`config.mk`:
```
export PLATFORM = sky130hd
export DESIGN_NAME = ekf_variance_failsafe_monitor
export DESIGN_NICKNAME = d
export VERILOG_FILES = /design/src/rtl/core/efm_pkg.sv /design/src/rtl/core/efm_prep.sv /design/src/rtl/core/efm_core.sv /design/src/rtl/core/ekf_variance_failsafe_monitor.sv
export SDC_FILE = /design/constraint.sdc
export NUM_CORES = 2
export LEC_CHECK = 0
export ABC_AREA = 0
export BUFFER_PORTS_ARGS = -buffer_cell sky130_fd_sc_hd__buf_2
export CAP_MARGIN = 10
export CORE_UTILIZATION = 35
export CTS_CLUSTER_DIAMETER = 100
export CTS_CLUSTER_SIZE = 25
export DETAILED_ROUTE_END_ITERATION = 10
export PLACE_DENSITY_LB_ADDON = 0.12
export SYNTH_ARGS = -nofsm -noshare
export SYNTH_HDL_FRONTEND = slang
export SYNTH_SLANG_ARGS = --single-unit
export TNS_END_PERCENT = 10
```
`constraint.sdc`:
```
create_clock -name i_clk -period 27.6 [get_ports i_clk]
set_input_delay 1.38 -clock i_clk [delete_from_list [all_inputs] [get_ports i_clk]]
set_output_delay 1.38 -clock i_clk [all_outputs]
set_load 0.005 [all_outputs]
```
`src/rtl/core/efm_pkg.sv`:
```
// Shared types and constants for the estimator variance failsafe monitor.
package efm_pkg;

    // Configuration register indexes
    localparam logic [1:0] CFG_THRESHOLD     = 2'd0;
    localparam logic [1:0] CFG_RESPONSE      = 2'd1;
    localparam logic [1:0] CFG_FAIL_LIMIT    = 2'd2;
    localparam logic [1:0] CFG_WARN_INTERVAL = 2'd3;

    // Reset values of the configuration registers
    localparam logic [15:0] RST_THRESHOLD     = 16'd205;
    localparam logic [31:0] RST_THR_SQ        = 32'd42025;
    localparam logic [1:0]  RST_RESPONSE      = 2'd2;
    localparam logic [7:0]  RST_FAIL_LIMIT    = 8'd10;
    localparam logic [31:0] RST_WARN_INTERVAL = 32'd30000;

    // Failsafe response setting
    localparam logic [1:0] FS_RESP_NONE   = 2'd0;
    localparam logic [1:0] FS_RESP_REPORT = 2'd1;
    localparam logic [1:0] FS_RESP_HOLD   = 2'd2;
    // Unassigned setting; behaves as hold
    localparam logic [1:0] FS_RESP_SPARE  = 2'd3;

    // Failsafe change codes
    localparam logic [1:0] CHG_NONE  = 2'd0;
    localparam logic [1:0] CHG_ENTER = 2'd1;
    localparam logic [1:0] CHG_CLEAR = 2'd2;

    // Response taken codes
    localparam logic [1:0] RESP_NONE   = 2'd0;
    localparam logic [1:0] RESP_REPORT = 2'd1;
    localparam logic [1:0] RESP_HOLD   = 2'd2;

    // Navigation status bits
    localparam int unsigned NAV_INERTIAL  = 0;
    localparam int unsigned NAV_ABS_POS   = 1;
    localparam int unsigned NAV_REL_POS   = 2;
    localparam int unsigned NAV_CONST_POS = 3;

    localparam logic [7:0] HEADING_WARN_GAP = 8'd250;
    localparam logic [7:0] BAD_TICKS_MAX    = 8'd255;

    typedef struct packed {
        logic        has_origin;
        logic        motors_armed;
        logic        heading_fault;
        logic        flow_healthy;
        logic [15:0] vel_var;
        logic [15:0] pos_var;
        logic [15:0] mag_var_x;
        logic [15:0] mag_var_y;
        logic [15:0] mag_var_z;
        logic [3:0]  nav_status;
        logic        needs_position;
        logic [31:0] now_ms;
    } t_in_item;

    typedef struct packed {
        logic        variance_bad;
        logic        failsafe_on;
        logic [1:0]  failsafe_change;
        logic [1:0]  response_taken;
        logic        variance_warning;
        logic        heading_warning;
        logic [7:0]  bad_tick_count;
    } t_out_item;

    // Tick after the magnitude squares are summed
    typedef struct packed {
        logic        has_origin;
        logic        motors_armed;
        logic        heading_fault;
        logic        flow_healthy;
        logic [15:0] vel_var;
        logic [15:0] pos_var;
        logic [3:0]  nav_status;
        logic        needs_position;
        logic [31:0] now_ms;
        logic [33:0] mag_sq;
    } t_prep;

    typedef struct packed {
        logic [15:0] threshold;
        logic [31:0] thr_sq;
        logic [1:0]  response;
        logic [7:0]  fail_limit;
        logic [31:0] warn_interval;
    } t_cfg;

endpackage

```
`src/rtl/core/efm_prep.sv`:
```
// Input register and compass-variance squaring stage.
module efm_prep (
    input  logic              i_clk,
    input  logic              i_rst_n,
    input  logic              i_in_valid,
    input  efm_pkg::t_in_item i_in_data,
    output logic              o_in_stall,
    input  logic              i_down_ready,
    output logic              o_valid,
    output efm_pkg::t_prep    o_prep
);

    logic              r_v1;
    logic              r_v2;
    efm_pkg::t_in_item r_s1;
    efm_pkg::t_prep    r_s2;
    efm_pkg::t_prep    n_s2;
    logic              s1_ready;
    logic              s2_ready;
    logic [31:0]       sq_x;
    logic [31:0]       sq_y;
    logic [31:0]       sq_z;

    assign s2_ready   = !r_v2 || i_down_ready;
    assign s1_ready   = !r_v1 || s2_ready;
    assign o_in_stall = !s1_ready;

    always_comb begin
        sq_x = 32'(r_s1.mag_var_x) * 32'(r_s1.mag_var_x);
        sq_y = 32'(r_s1.mag_var_y) * 32'(r_s1.mag_var_y);
        sq_z = 32'(r_s1.mag_var_z) * 32'(r_s1.mag_var_z);
        n_s2.has_origin     = r_s1.has_origin;
        n_s2.motors_armed   = r_s1.motors_armed;
        n_s2.heading_fault  = r_s1.heading_fault;
        n_s2.flow_healthy   = r_s1.flow_healthy;
        n_s2.vel_var        = r_s1.vel_var;
        n_s2.pos_var        = r_s1.pos_var;
        n_s2.nav_status     = r_s1.nav_status;
        n_s2.needs_position = r_s1.needs_position;
        n_s2.now_ms         = r_s1.now_ms;
        n_s2.mag_sq         = 34'(sq_x) + 34'(sq_y) + 34'(sq_z);
    end

    always_ff @(posedge i_clk) begin
        if (!i_rst_n) begin
            r_v1 <= 1'b0;
            r_v2 <= 1'b0;
        end else begin
            if (s1_ready) begin
                r_v1 <= i_in_valid;
            end
            if (s2_ready) begin
                r_v2 <= r_v1;
            end
        end
        if (s1_ready && i_in_valid) begin
            r_s1 <= i_in_data;
        end
        if (s2_ready && r_v1) begin
            r_s2 <= n_s2;
        end
    end

    assign o_valid = r_v2;
    assign o_prep  = r_s2;

endmodule

```
`src/rtl/core/efm_core.sv`:
```
// Threshold scoring, fail counter, failsafe latch, warnings and result register.
module efm_core (
    input  logic               i_clk,
    input  logic               i_rst_n,
    input  logic               i_valid,
    input  efm_pkg::t_prep     i_prep,
    input  efm_pkg::t_cfg      i_cfg,
    output logic               o_ready,
    output logic               o_out_valid,
    input  logic               i_out_stall,
    output efm_pkg::t_out_item o_out_data
);

    logic               r_out_v;
    efm_pkg::t_out_item r_out;

    logic [7:0]  r_bad_ticks;
    logic        r_bad_flag;
    logic [31:0] r_last_warn;
    logic        r_fs;
    logic [7:0]  r_hwarn_ticks;

    logic [7:0]  n_bad_ticks;
    logic        n_bad_flag;
    logic [31:0] n_last_warn;
    logic        n_fs;
    logic [7:0]  n_hwarn_ticks;
    logic [1:0]  change;
    logic [1:0]  resp;
    logic        vwarn;
    logic        hwarn;

    logic        mag_hit;
    logic        vel_hit;
    logic        pos_hit;
    logic        vel2_hit;
    logic [2:0]  pts;
    logic        pos_ok;
    logic        over;
    logic [7:0]  inc_ticks;
    logic [31:0] since_warn;
    logic        load;

    assign o_ready = !r_out_v || !i_out_stall;
    assign load    = i_valid && o_ready;

    always_comb begin
        mag_hit  = i_prep.mag_sq >= 34'(i_cfg.thr_sq);
        vel_hit  = i_prep.vel_var >= i_cfg.threshold;
        pos_hit  = i_prep.pos_var >= i_cfg.threshold;
        vel2_hit = 17'(i_prep.vel_var) >= {i_cfg.threshold, 1'b0};
        // Velocity scores twice: doubled when flow is unhealthy and far over
        pts = 3'(mag_hit) + 3'(vel_hit) + 3'(pos_hit)
            + ((!i_prep.flow_healthy && vel2_hit) ? 3'd2 : 3'(vel_hit));
        pos_ok = i_prep.nav_status[efm_pkg::NAV_INERTIAL]
              && (i_prep.nav_status[efm_pkg::NAV_ABS_POS]
                  || i_prep.nav_status[efm_pkg::NAV_REL_POS])
              && !i_prep.nav_status[efm_pkg::NAV_CONST_POS];
        over = (pts >= 3'd2) || !pos_ok;

        inc_ticks  = (r_bad_ticks == efm_pkg::BAD_TICKS_MAX) ? r_bad_ticks
                                                             : r_bad_ticks + 8'd1;
        since_warn = i_prep.now_ms - r_last_warn;

        n_bad_ticks   = r_bad_ticks;
        n_bad_flag    = r_bad_flag;
        n_last_warn   = r_last_warn;
        n_fs          = r_fs;
        n_hwarn_ticks = r_hwarn_ticks;
        change        = efm_pkg::CHG_NONE;
        resp          = efm_pkg::RESP_NONE;
        vwarn         = 1'b0;
        hwarn         = 1'b0;

        if (i_prep.has_origin) begin
            if (!i_prep.motors_armed || i_cfg.threshold == 16'd0) begin
                n_bad_ticks = 8'd0;
                n_bad_flag  = 1'b0;
                if (r_fs) begin
                    n_fs   = 1'b0;
                    change = efm_pkg::CHG_CLEAR;
                end
            end else if (over) begin
                if (i_prep.heading_fault) begin
                    n_bad_ticks = 8'd0;
                    n_bad_flag  = 1'b0;
                    if (r_fs) begin
                        n_fs   = 1'b0;
                        change = efm_pkg::CHG_CLEAR;
                    end
                    if (r_hwarn_ticks > efm_pkg::HEADING_WARN_GAP) begin
                        hwarn         = 1'b1;
                        n_hwarn_ticks = 8'd0;
                    end else begin
                        n_hwarn_ticks = r_hwarn_ticks + 8'd1;
                    end
                end else if (!r_bad_flag) begin
                    n_bad_ticks = inc_ticks;
                    if (inc_ticks >= i_cfg.fail_limit) begin
                        n_bad_ticks = i_cfg.fail_limit;
                        n_bad_flag  = 1'b1;
                        if (since_warn > i_cfg.warn_interval) begin
                            vwarn       = 1'b1;
                            n_last_warn = i_prep.now_ms;
                        end
                        if (!r_fs) begin
                            n_fs   = 1'b1;
                            change = efm_pkg::CHG_ENTER;
                            if (i_prep.needs_position) begin
                                case (i_cfg.response)
                                    efm_pkg::FS_RESP_NONE:   resp = efm_pkg::RESP_NONE;
                                    efm_pkg::FS_RESP_REPORT: resp = efm_pkg::RESP_REPORT;
                                    default:                 resp = efm_pkg::RESP_HOLD;
                                endcase
                            end
                        end
                    end
                end
            end else if (r_bad_ticks != 8'd0) begin
                n_bad_ticks = r_bad_ticks - 8'd1;
                if (r_bad_flag && n_bad_ticks == 8'd0) begin
                    n_bad_flag = 1'b0;
                    if (r_fs) begin
                        n_fs   = 1'b0;
                        change = efm_pkg::CHG_CLEAR;
                    end
                end
            end
        end
    end

    always_ff @(posedge i_clk) begin
        if (!i_rst_n) begin
            r_out_v       <= 1'b0;
            r_bad_ticks   <= 8'd0;
            r_bad_flag    <= 1'b0;
            r_last_warn   <= 32'd0;
            r_fs          <= 1'b0;
            r_hwarn_ticks <= 8'd0;
        end else begin
            if (o_ready) begin
                r_out_v <= i_valid;
            end
            if (load) begin
                r_bad_ticks   <= n_bad_ticks;
                r_bad_flag    <= n_bad_flag;
                r_last_warn   <= n_last_warn;
                r_fs          <= n_fs;
                r_hwarn_ticks <= n_hwarn_ticks;
            end
        end
        if (load) begin
            r_out.variance_bad     <= n_bad_flag;
            r_out.failsafe_on      <= n_fs;
            r_out.failsafe_change  <= change;
            r_out.response_taken   <= resp;
            r_out.variance_warning <= vwarn;
            r_out.heading_warning  <= hwarn;
            r_out.bad_tick_count   <= n_bad_ticks;
        end
    end

    assign o_out_valid = r_out_v;
    assign o_out_data  = r_out;

endmodule

```
`src/rtl/core/ekf_variance_failsafe_monitor.sv`:
```
// Top level of the estimator variance failsafe monitor.
//
// Usage:
//   One input transaction per estimator tick carries the variances, arming,
//   origin, heading-fault, flow and navigation status flags plus the time.
//   Each accepted transaction yields exactly one result transaction with the
//   bad-variance flag, failsafe state and change, the response taken, the
//   two throttled warnings and the fail counter.
//   Both channels use valid/stall; a transaction moves on a rising edge with
//   valid high and stall low.
// Pipeline and throughput:
//   Three register stages (input, square-sum, result). One transaction per
//   cycle is sustained while the receiver does not stall; the square-sum
//   stage holds the three 16x16 multipliers and the result stage holds the
//   compares and the state update.
// Reset (synchronous, active low): empties all stages, clears the fail
//   counter, flags, warning timer and heading counter, and loads the
//   configuration defaults. The user writes configuration only while idle; the block does not enforce it.
// Receiver stall: the result register holds; the earlier stages keep
//   filling until full, then input stall rises.
module ekf_variance_failsafe_monitor (
    input  logic               i_clk,
    input  logic               i_rst_n,
    input  logic               i_in_valid,
    output logic               o_in_stall,
    input  efm_pkg::t_in_item  i_in_data,
    output logic               o_out_valid,
    input  logic               i_out_stall,
    output efm_pkg::t_out_item o_out_data,
    input  logic               i_cfg_we,
    input  logic [1:0]         i_cfg_index,
    input  logic [31:0]        i_cfg_wdata
);

    efm_pkg::t_cfg  r_cfg;
    efm_pkg::t_prep prep;
    logic           prep_valid;
    logic           core_ready;

    // Configuration registers; keep the squared threshold alongside it
    always_ff @(posedge i_clk) begin
        if (!i_rst_n) begin
            r_cfg.threshold     <= efm_pkg::RST_THRESHOLD;
            r_cfg.thr_sq        <= efm_pkg::RST_THR_SQ;
            r_cfg.response      <= efm_pkg::RST_RESPONSE;
            r_cfg.fail_limit    <= efm_pkg::RST_FAIL_LIMIT;
            r_cfg.warn_interval <= efm_pkg::RST_WARN_INTERVAL;
        end else if (i_cfg_we) begin
            case (i_cfg_index)
                efm_pkg::CFG_THRESHOLD: begin
                    r_cfg.threshold <= i_cfg_wdata[15:0];
                    r_cfg.thr_sq    <= 32'(i_cfg_wdata[15:0]) * 32'(i_cfg_wdata[15:0]);
                end
                efm_pkg::CFG_RESPONSE:      r_cfg.response      <= i_cfg_wdata[1:0];
                efm_pkg::CFG_FAIL_LIMIT:    r_cfg.fail_limit    <= i_cfg_wdata[7:0];
                efm_pkg::CFG_WARN_INTERVAL: r_cfg.warn_interval <= i_cfg_wdata;
                default: begin
                end
            endcase
        end
    end

    // Input register and magnitude square-sum
    efm_prep u_prep (
        .i_clk        (i_clk),
        .i_rst_n      (i_rst_n),
        .i_in_valid   (i_in_valid),
        .i_in_data    (i_in_data),
        .o_in_stall   (o_in_stall),
        .i_down_ready (core_ready),
        .o_valid      (prep_valid),
        .o_prep       (prep)
    );

    // Scoring, counters, failsafe latch and result register
    efm_core u_core (
        .i_clk       (i_clk),
        .i_rst_n     (i_rst_n),
        .i_valid     (prep_valid),
        .i_prep      (prep),
        .i_cfg       (r_cfg),
        .o_ready     (core_ready),
        .o_out_valid (o_out_valid),
        .i_out_stall (i_out_stall),
        .o_out_data  (o_out_data)
    );

endmodule

```
==> summary.md <==
| Metric | Value |
|---|---|
| Final Hold Viols | 0 |
| I/O pin cnt | 178 |
| Post-Synthesis Cells | 4850 |
| Die area | 138000 um^2 |
| Mean Syn Cell Area | 9.84 um^2 |
| DR vias | 31800 |
| CP max stage cell | edfxtp_1 |
| Post-DP HPWL | 97800 um |
| Vias in the first global route | 34400 |
| DRC viols | 0 |
| Post-synth EDFFs | 244 |
| Status | finished, final reports clean |
| Worst Path Arrival | 11840 ps |
| Post-CTS sizing | 0 |
| Root Buffer | clkbuf_16 |
| R2R Path End | u_prep.o_prep[33]$_DFFE_PP_ |
| Worst path top cell family by delay | adder cells |
| Area leader, netlist | fa_1 |
| Core ar. | 135000 um^2 |
| Share of the synthesized area in the top cell type | 31.3% |
| Reg clk slew, reported paths | 90 ps |
| Sequential area share after synthesis | 21.3% |
| Most frequent cell on the critical path | fa_1 |
| Most numerous cell in the Yosys netlist | inv_1 |
| Slew Viols, Final | 0 |
| Largest net degree at the start of global routing | 122 |
| RSZ-0062 raised after global routing | no |
| Starting DRT DRC Count | 1431 |
| Synth Cell Area | 47700 um^2 |
| Post-CTS setup buffer count | 0 |
| Chip width | 371 um |
| Final Skew | 31.1 ps |
| Share of layout cells above drive strength 1 | 5.92% |
| Yosys cell types | 84 |
| Clock tree buffer depth | 3 |
| Fin crit share | 41.5% |
| Slew HR | 31.4% |
| CP peak stage delay | 860 ps |
| RePlAce Congestion | 0.828 |
| CTS Sinks | 385 |
| Setup violators final | 0 |
| Fillers | 13700 |
| Crit. End Element | flop |
| Hold path start | u_prep.n_s2[34]$_DFFE_PP_ |
| CP bufs+invs | 8 |
| DIE HEIGHT | 371 um |
| Syn nets | 6310 |
| Vias/cell | 4.71 |
| Worst-skew pair later-pin latency | 660 ps |
| GR Util All Layers | 18.0% |
| R2R depth | 38 |
| Length of the first detailed-routing pass in iterations | 5 |
| Post-route ant nets | 0 |
| Row cnt | 135 |
| TritonCTS Buffers | 28 |
| Final setup TNS | 0 ps |
| Initial antenna violation count | 0 |
| Type of the worst setup path | reg -> reg |
| Crit path max fanout | 24 |
| First-pass GRT wire length | 192000 um |
| YS warnings | 0 |
| Synth area leaders | fa_1 (31%), edfxtp_1 (15%), ha_1 (14%) |
| Nets@finish | 6405 |
| CP required | 28000 ps |
| Max-cap violation count | 0 |
| Type of the tightest min-delay check | reg -> reg |
| Initial Utilization | 35.3% |
| Hold Path End | u_prep.o_prep[34]$_DFFE_PP_ |
| Ys async rst share | 0% |
| Launching point of the worst reg2reg path | u_prep.r_s1[54]$_DFFE_PP_ |
| Ys flop type | edfxtp_1 |
| Hold depth | 0 |
| Crit path launch type | flop |
| Final wirelength | 120000 um |
| Inst Count DP | 6696 |
| I/O Buffers | 177 |
| Slew at the pin closest to its max-slew limit | 1030 ps |
| Non-Filler Instances | 6748 |
| Minimum clock period | 11440 ps |
| Achievable Freq | 0.0874 GHz |
| Htree depth | 1 |
| WL/cell | 17.8 um |
| Congestion Overflow GR | 0 |
| Antenna Cells | 0 |
| Flops & latches, synth | 385 |
| R2R setup slack | 16160 ps |
| Synth top cells by count | inv_1 (1193), fa_1 (747), ha_1 (553), nand2_1 (427) |
| CTS tree | done |
| P&R area growth vs syn | 7.95% |
| Cts hold-fix bufs | 0 |
[how the worst max path moves through the flow]
stage	startpoint	endpoint	slack [ps]	cells after the start
global placement	u_prep.r_s1[54]$_DFFE_PP_	u_prep.o_prep[33]$_DFFE_PP_	16320	38
CTS	u_prep.r_s1[54]$_DFFE_PP_	u_prep.o_prep[33]$_DFFE_PP_	16050	38
detailed placement	u_prep.r_s1[54]$_DFFE_PP_	u_prep.o_prep[33]$_DFFE_PP_	16060	38
global route	u_prep.r_s1[80]$_DFFE_PP_	u_prep.o_prep[33]$_DFFE_PP_	15510	37
floorplan	u_prep.r_s1[73]$_DFFE_PP_	u_prep.o_prep[33]$_DFFE_PP_	17170	38
finish	u_prep.r_s1[54]$_DFFE_PP_	u_prep.o_prep[33]$_DFFE_PP_	16160	38
[layout make-up]
class                      instances  area [um^2]  area share [%]
clock buffer                      35          737            1.43
sequential                       385        10100            19.7
multi-input combinational       3142        32600            63.3
timing repair buffer             194         1030            1.99
tap                             1781         2230            4.32
clock inverter                    17          309           0.600
inverter                        1194         4480            8.70
[per-stage QoR]
stage	setup WS (ps)	hold slack [ps]	utilization, %	area (um^2)
after floorplan	17170	400	-	47700
after global placement	16320	401	37.3	50500
after detailed placement	16060	405	37.3	50500
after CTS	16050	426	38.1	51500
after global routing	15510	434	38.1	51500
final	16160	422	38.1	51500
[logic make-up (layout without fill, tap and decap cells)]
family | Yosys count | after routing | share of synthesized area [%]
fa+ha+maj | 1300 | 1300 | 45.8
compound gates | 603 | 603 | 8.46
xor+xnor | 144 | 144 | 2.64
mux | 12 | 12 | 0.265
flops | 385 | 385 | 21.3
simple gates | 1083 | 1083 | 11.0
buf+inv | 1323 | 1440 | 10.5
[routing by layer]
layer	part of all wire [%]	track usage, %	vias to the layer above	wire [um]
li1	-	-	15400	-
met1	45	23.6	15900	53800
met2	51	32.6	393	61400
met3	2.7	1.42	61	3200
met4	1.6	2.85	0	1870
met5	0	0	-	0
[registers in the layout (all words and copies together) (netlist names)]
register and flops:
u_core.r_hwarn_ticks 8, u_core.r_bad_flag 1, u_core.r_fs 1, u_core.o_out_valid 1, u_prep.r_v1 1, u_prep.o_prep 107, u_prep.r_s1 48, r_cfg 88
u_core.o_out_data 16, u_core.r_bad_ticks 8, u_prep.o_valid 1, u_prep.n_s2 73, u_core.r_last_warn 32
[placed cells by master, fill, tap and decap left out, types with 10 or more instances in the layout]
master,instances
inv_1,1192
nand2_1,427
fa_1,747
a211oi_1,24
o211ai_1,31
a21oi_1,184
buf_2,177
nand2b_1,23
edfxtp_1,244
buf_4,16
nor3_1,20
a31o_2,14
nor4_1,10
ha_1,553
nand3_1,80
o21a_1,29
xnor2_1,96
o31ai_1,39
dfxtp_1,141
nor2b_1,26
clkbuf_16,28
and3_1,22
o21ai_0,66
nand4_1,26
xor2_1,48
nor2_1,157
a21o_1,107
o21bai_1,12
a31oi_1,13
and2_1,244
Power is not shown: default switching activity piles up to over one toggle a cycle in this logic, so the estimate is an artifact.
